**config.mk**
```make
export PLATFORM = sky130hd
export DESIGN_NAME = button_short_long_press_classifier
export DESIGN_NICKNAME = d
export VERILOG_FILES = /design/src/hw/rtl/bslp_pkg.sv /design/src/hw/rtl/bslp_cfg_regs.sv /design/src/hw/rtl/bslp_core.sv /design/src/hw/rtl/button_short_long_press_classifier.sv
export SDC_FILE = /design/constraint.sdc
export NUM_CORES = 1
export LEC_CHECK = 0
export ABC_AREA = 1
export BUFFER_PORTS_ARGS = -buffer_cell sky130_fd_sc_hd__buf_2
export CORE_MARGIN = 3
export CORE_UTILIZATION = 58
export CTS_BUF_LIST = sky130_fd_sc_hd__clkbuf_8
export CTS_CLUSTER_SIZE = 25
export DETAILED_ROUTE_END_ITERATION = 6
export GPL_ROUTABILITY_DRIVEN = 0
export GPL_TIMING_DRIVEN = 0
export PLACE_DENSITY = 0.83
export SYNTH_ARGS = -nofsm -noshare
export SYNTH_HDL_FRONTEND = slang
export SYNTH_SLANG_ARGS = --single-unit
```
**constraint.sdc**
```tcl
create_clock -name clk_i -period 3.7 [get_ports clk_i]
set_clock_uncertainty 0.05 [all_clocks]
set_input_delay 0.555 -clock clk_i [delete_from_list [all_inputs] [get_ports clk_i]]
set_output_delay 0.555 -clock clk_i [all_outputs]
set_load 0.01 [all_outputs]
```
**src/hw/rtl/bslp_pkg.sv**
```systemverilog
// ----------------------------------------------------------------------------
// bslp_pkg
// Shared types and constants for the button short/long press classifier.
// ----------------------------------------------------------------------------
`default_nettype none

package bslp_pkg;

  // Register widths and indexes
  localparam int unsigned IntervalW = 8;
  localparam int unsigned TicksW    = 16;
  localparam int unsigned CfgIdxW   = 2;
  localparam int unsigned CfgDataW  = 16;
  localparam int unsigned EventW    = 2;
  localparam int unsigned TdataW    = 8;

  localparam logic [CfgIdxW-1:0] RegSampleInterval = 2'd0;
  localparam logic [CfgIdxW-1:0] RegConfirmTicks   = 2'd1;
  localparam logic [CfgIdxW-1:0] RegLongExtraTicks = 2'd2;

  // Reset values of the registers
  localparam logic [IntervalW-1:0] SampleIntervalRst = 8'd10;
  localparam logic [TicksW-1:0]    ConfirmTicksRst   = 16'd100;
  localparam logic [TicksW-1:0]    LongExtraTicksRst = 16'd2900;

  // Event codes
  localparam logic [EventW-1:0] EvNone  = 2'd0;
  localparam logic [EventW-1:0] EvShort = 2'd1;
  localparam logic [EventW-1:0] EvLong  = 2'd2;

  // Press phases, one-hot
  typedef enum logic [4:0] {
    PhIdle    = 5'b00001,
    PhConfirm = 5'b00010,
    PhHold    = 5'b00100,
    PhWaitLng = 5'b01000,
    PhWaitOff = 5'b10000
  } phase_e;

  // Configuration bundle
  typedef struct packed {
    logic [IntervalW-1:0] sample_interval;
    logic [TicksW-1:0]    confirm_ticks;
    logic [TicksW-1:0]    long_extra_ticks;
  } cfg_t;

  // One input item
  typedef struct packed {
    logic power_on;
    logic key_level;
  } item_t;

endpackage

`default_nettype wire

```
**src/hw/rtl/bslp_cfg_regs.sv**
```systemverilog
// ----------------------------------------------------------------------------
// bslp_cfg_regs
// Configuration register file; write-only, indexes beyond the list ignored.
// ----------------------------------------------------------------------------
`default_nettype none

module bslp_cfg_regs (
  input  wire logic                            clk_i,
  input  wire logic                            rst_ni,
  input  wire logic                            cfg_we_i,
  input  wire logic [bslp_pkg::CfgIdxW-1:0]    cfg_idx_i,
  input  wire logic [bslp_pkg::CfgDataW-1:0]   cfg_data_i,
  output bslp_pkg::cfg_t                       cfg_o
);
  import bslp_pkg::*;

  cfg_t cfg_q, cfg_d;

  // Decode the write
  always_comb begin
    cfg_d = cfg_q;
    if (cfg_we_i) begin
      unique case (cfg_idx_i)
        RegSampleInterval: cfg_d.sample_interval  = cfg_data_i[IntervalW-1:0];
        RegConfirmTicks:   cfg_d.confirm_ticks    = cfg_data_i[TicksW-1:0];
        RegLongExtraTicks: cfg_d.long_extra_ticks = cfg_data_i[TicksW-1:0];
        default:           cfg_d = cfg_q;
      endcase
    end
  end

  always_ff @(posedge clk_i or negedge rst_ni) begin
    if (!rst_ni) begin
      cfg_q.sample_interval  <= SampleIntervalRst;
      cfg_q.confirm_ticks    <= ConfirmTicksRst;
      cfg_q.long_extra_ticks <= LongExtraTicksRst;
    end else begin
      cfg_q <= cfg_d;
    end
  end

  assign cfg_o = cfg_q;

endmodule

`default_nettype wire

```
**src/hw/rtl/bslp_core.sv**
```systemverilog
// ----------------------------------------------------------------------------
// bslp_core
// Per-tick state update: sample divider, hold timer and press phase machine.
// ----------------------------------------------------------------------------
`default_nettype none

module bslp_core (
  input  wire logic                          clk_i,
  input  wire logic                          rst_ni,
  input  wire logic                          step_i,
  input  wire bslp_pkg::item_t               item_i,
  input  wire bslp_pkg::cfg_t                cfg_i,
  output logic [bslp_pkg::EventW-1:0]        event_o
);
  import bslp_pkg::*;

  phase_e               phase_q, phase_d;
  logic [TicksW-1:0]    hold_q, hold_d;
  logic [IntervalW-1:0] div_q, div_d;
  logic                 level_q, level_d;
  logic [TicksW-1:0]    hold_inc;
  logic [IntervalW-1:0] div_inc;
  logic                 sample;

  // Saturating tick counters, then latch the level when the divider expires
  always_comb begin
    div_inc  = (div_q == '1) ? div_q : div_q + 1'b1;
    hold_inc = (hold_q == '1) ? hold_q : hold_q + 1'b1;
    sample   = (div_inc >= cfg_i.sample_interval);
    div_d    = sample ? '0 : div_inc;
    level_d  = sample ? item_i.key_level : level_q;
  end

  // Phase machine on the freshly latched level
  always_comb begin
    phase_d = phase_q;
    hold_d  = hold_inc;
    event_o = EvNone;
    unique case (phase_q)
      PhIdle: begin
        if (level_d) begin
          hold_d  = '0;
          phase_d = PhConfirm;
        end
      end
      PhConfirm: begin
        if (!level_d) begin
          phase_d = PhIdle;
        end else if (hold_inc >= cfg_i.confirm_ticks) begin
          hold_d = '0;
          if (item_i.power_on) begin
            phase_d = PhHold;
          end else begin
            event_o = EvShort;
            phase_d = PhWaitOff;
          end
        end
      end
      PhHold: begin
        if (!level_d) begin
          event_o = EvShort;
          hold_d  = '0;
          phase_d = PhIdle;
        end else if (hold_inc >= cfg_i.long_extra_ticks) begin
          event_o = EvLong;
          hold_d  = '0;
          phase_d = PhWaitLng;
        end
      end
      PhWaitLng, PhWaitOff: begin
        if (!level_d) begin
          phase_d = PhIdle;
        end
      end
      default: phase_d = PhIdle;
    endcase
  end

  // Advance state once per item
  always_ff @(posedge clk_i or negedge rst_ni) begin
    if (!rst_ni) begin
      phase_q <= PhIdle;
      hold_q  <= '0;
      div_q   <= '0;
      level_q <= 1'b0;
    end else if (step_i) begin
      phase_q <= phase_d;
      hold_q  <= hold_d;
      div_q   <= div_d;
      level_q <= level_d;
    end
  end

endmodule

`default_nettype wire

```
**src/hw/rtl/button_short_long_press_classifier.sv**
```systemverilog
// ----------------------------------------------------------------------------
// button_short_long_press_classifier
// Classifies timer ticks of a button into short and long presses.
// Pipeline: input register, then result register.
// Throughput: one item per cycle while results are taken; the tick update is
// a single pass of logic between the input register and the result register.
// Reset: asynchronous, active low; registers return to their reset values,
// phase idle, counters and the latched level cleared, both stages empty.
// ----------------------------------------------------------------------------
`default_nettype none

module button_short_long_press_classifier (
  input  wire logic                           clk_i,
  input  wire logic                           rst_ni,
  // Input items
  input  wire logic                           s_axis_tvalid,
  output logic                                s_axis_tready,
  input  wire logic [bslp_pkg::TdataW-1:0]    s_axis_tdata,  // [0] key_level, [1] power_on
  // Result items
  output logic                                m_axis_tvalid,
  input  wire logic                           m_axis_tready,
  output logic [bslp_pkg::TdataW-1:0]         m_axis_tdata,  // [1:0] press_event
  // Configuration
  input  wire logic                           cfg_we_i,
  input  wire logic [bslp_pkg::CfgIdxW-1:0]   cfg_idx_i,
  input  wire logic [bslp_pkg::CfgDataW-1:0]  cfg_data_i
);
  import bslp_pkg::*;

  cfg_t              cfg;
  item_t             in_q;
  logic              in_valid_q;
  logic              out_valid_q;
  logic [EventW-1:0] out_event_q;
  logic [EventW-1:0] step_event;
  logic              advance;

  bslp_cfg_regs u_cfg (
    .clk_i      (clk_i),
    .rst_ni     (rst_ni),
    .cfg_we_i   (cfg_we_i),
    .cfg_idx_i  (cfg_idx_i),
    .cfg_data_i (cfg_data_i),
    .cfg_o      (cfg)
  );

  // Move an item into the result register when that register is free or drains
  assign advance       = in_valid_q && (!out_valid_q || m_axis_tready);
  assign s_axis_tready = !in_valid_q || advance;

  bslp_core u_core (
    .clk_i   (clk_i),
    .rst_ni  (rst_ni),
    .step_i  (advance),
    .item_i  (in_q),
    .cfg_i   (cfg),
    .event_o (step_event)
  );

  // Input register
  always_ff @(posedge clk_i or negedge rst_ni) begin
    if (!rst_ni) begin
      in_valid_q <= 1'b0;
    end else if (s_axis_tready) begin
      in_valid_q <= s_axis_tvalid;
    end
  end

  always_ff @(posedge clk_i) begin
    if (s_axis_tready && s_axis_tvalid) begin
      in_q.key_level <= s_axis_tdata[0];
      in_q.power_on  <= s_axis_tdata[1];
    end
  end

  // Result register
  always_ff @(posedge clk_i or negedge rst_ni) begin
    if (!rst_ni) begin
      out_valid_q <= 1'b0;
    end else if (advance) begin
      out_valid_q <= 1'b1;
    end else if (m_axis_tready) begin
      out_valid_q <= 1'b0;
    end
  end

  always_ff @(posedge clk_i) begin
    if (advance) begin
      out_event_q <= step_event;
    end
  end

  assign m_axis_tvalid = out_valid_q;
  assign m_axis_tdata  = {{(TdataW-EventW){1'b0}}, out_event_q};

endmodule

`default_nettype wire

```
==> impl_metrics.ini <==
[outcome]
outcome = completed

[drt]
top_layer = met4
wl_met1_um = 4630
drc = 0
routed_wl_um = 11100
wl_met2_um = 5840
num_vias = 4285
first_iter_violations = 216
ant_nets = 0
vias_per_cell = 5.26
wl_per_cell_um = 13.6
drt_pass1_iterations = 5
wl_met3_um = 412

[layout]
postLayoutCellArea_sq_um = 5410
n_antenna_cell = 0
area_delta_synth_final_pct = 9.56
final_cell_count_no_fill = 814
nets = 777
final_layout_size_suffix_gt1_share_pct = 13.4

[worst_setup_path]
cp_data_required_time_ns = 3.89
crit_fanout = 10
startpoint_type = flop
critPathCaptureType = flop
cp.arrival_ns = 3.44
ff2ff_setup_slack_ns = 0.44
rr_worst_depth = 23
critPathKind = reg2reg

[synth]
syn_area_per_cell_sq_um = 7.47
synth_warnings = 0
async_flop_share_pct = 94.7
netlist_area_sq_um = 4930
synth.distinct_cells = 41
synth-edff-count = 4
yosysTopAreaCell = dfrtp_1
yosysMostFrequentCell = nand2_1
synth_top_area_share_pct = 30.4
netlist_top_cells_area = dfrtp_1 (30%), nand2_1 (15%), ha_1 (11%), inv_1 (8.1%), dfstp_2 (6.4%)
yosysSeqAreaShare_pct = 39.3
synth_common_cells = nand2_1 (199), inv_1 (106), dfrtp_1 (60)
synth_seq_cells = 76
synth_cells = 660
synth_flop_cell = dfrtp_1

[cts]
max-clock-path-buffers = 2
cts_tree = done
post_cts_buffers = 0
ctsResizeCount = 0
cts_sinks = 76
cts-root-buf = clkbuf_8
clock_latency_ns = 0.35
ctsHoldBuffers = 0
h-tree-depth = 3
path_clk_slew_ns = 0.08
cts-buffers-inserted = 9

[sta]
slew_viol_final = 0
rsz0062_at_grt = false
hold_ws_ns = 0.260
setup_violations = 0
fmax_mhz = 307
fin_ws_ns = 0.444
fin_crit_sh_pct = 88.0
relSlewSlack_pct = 40.2
timing.final.crit_period_ns = 3.26
hold_viol_final = 0
worst_slew_pin_slew_ns = 0.896
tns_ns = 0

[floorplan]
die_w_um = 98.2
dieHeight_um = 98.2
initial_core_util_pct = 59.7
io_pins = 41
die_area_sq_um = 9650
design.core.area_sq_um = 8260
rows = 33

[placed_design]
place_ws_ns = 0.488
dp_hpwl_um = 8610
dp.cells = 798
port_buffers = 28
place_area_sq_um = 5230

[grt]
grt-ovfl-total = 0
grt_pass1_vias = 4335
grt_pass1_wl_um = 19400
antenna_found_initial = 0
grt_max_degree = 73
grtUsageTotal_pct = 24.6

[pwr]
p_per_area_nw_per_um2 = 544
leakagePower_nw = 3.03
ir_drop_uv = 239

[hold_path]
hold_class = in2async

[run]
drv_cap = 0
==> area by class of cell <==
class | instances | area (sq um)
clock buffer | 10 | 138
tap | 105 | 131
inverter | 119 | 449
timing repair buffer | 28 | 143
clock inverter | 6 | 41.3
sequential | 76 | 1940
fill | 720 | 2850
multi-input combinational | 451 | 2460
buffer | 19 | 110
==> metrics by stage <==
step / util (%) / total power (W)
floorplan: - / 0.00205
global placement: 63.3 / 0.00227
detailed placement: 63.3 / 0.00236
CTS: 65.5 / 0.00294
global route: 65.5 / 0.00320
finish: 65.5 / 0.00294
==> worst paths after layout <==
kind	startpoint	endpoint
min	rst_ni	u_core.div_q[1]
max reg2reg	u_core.hold_q[0]	u_core.hold_q[15]
min reg2reg	u_core.phase_q[1]	u_core.phase_q[1]
max	u_core.hold_q[0]	u_core.hold_q[15]
max in group asynchronous	rst_ni	u_core.hold_q[14]
min in group clk_i	s_axis_tdata[0]	in_q[0]
==> per-layer routing <==
metal | vias to the layer above | global-route usage, %
met2 | 99 | 44.0
met5 | - | 0
met3 | 23 | 3.79
met1 | 2020 | 30.2
li1 | 2143 | -
met4 | 0 | 8.40
==> sequential cells by signal (all words and copies together) (netlist names) <==
signal	flops
u_cfg.cfg_o	40
u_core.hold_q	16
u_core.div_q	8
u_core.phase_q	5
in_q	2
out_event_q	2
in_valid_q	1
m_axis_tvalid	1
u_core.level_q	1
==> power by group <==
group          switching [W]  internal (W)  total, W
sequential          0.000130       0.00101   0.00114
combinational       0.000780      0.000440   0.00122
clock               0.000314      0.000260  0.000575
total                0.00122       0.00171   0.00294
==> worst max-delay path, cell delays in order (launching register included) <==
cell	delay, ns
dfrtp_1	0.42
ha_1	0.26
nand2_2	0.10
nor2_4	0.14
nand3_2	0.12
nor2_4	0.15
nand2_1	0.08
xor2_1	0.13
inv_1	0.05
nor2_1	0.11
inv_1	0.09
ha_1	0.29
nand2_1	0.06
inv_1	0.06
nand3_1	0.08
nor2_1	0.16
nand4_1	0.10
nand3_1	0.15
inv_1	0.08
nand2_2	0.10
nand2_4	0.09
buf_6	0.15
nand2_1	0.06
nand2_1	0.05
==> kinds of logic (layout without fill, tap and decap cells) <==
kind of cell | count (synthesis) | count (layout) | share of synthesized area [%]
flops | 76 | 76 | 39.3
simple gates | 298 | 298 | 26.5
buf+inv | 138 | 182 | 11.3
fa+ha+maj | 42 | 42 | 10.7
other cells | 1 | 6 | 0.0760
compound gates | 93 | 93 | 10.1
xor+xnor | 12 | 12 | 2.13
==> placed cells by master, fill, tap and decap left out, types with 6 or more instances in the layout <==
| cell | instances |
|---|---|
| clkbuf_8 | 10 |
| o21ai_0 | 53 |
| buf_2 | 28 |
| dfstp_2 | 12 |
| buf_4 | 7 |
| dfrtp_1 | 60 |
| nand3_1 | 27 |
| nor2_1 | 39 |
| inv_2 | 8 |
| nand2_1 | 199 |
| nand4_1 | 8 |
| clkbuf_1 | 10 |
| conb_1 | 6 |
| ha_1 | 42 |
| inv_1 | 107 |
| a21oi_1 | 24 |
| xor2_1 | 10 |
No activity file was read; power rests on OpenSTA's default activity.
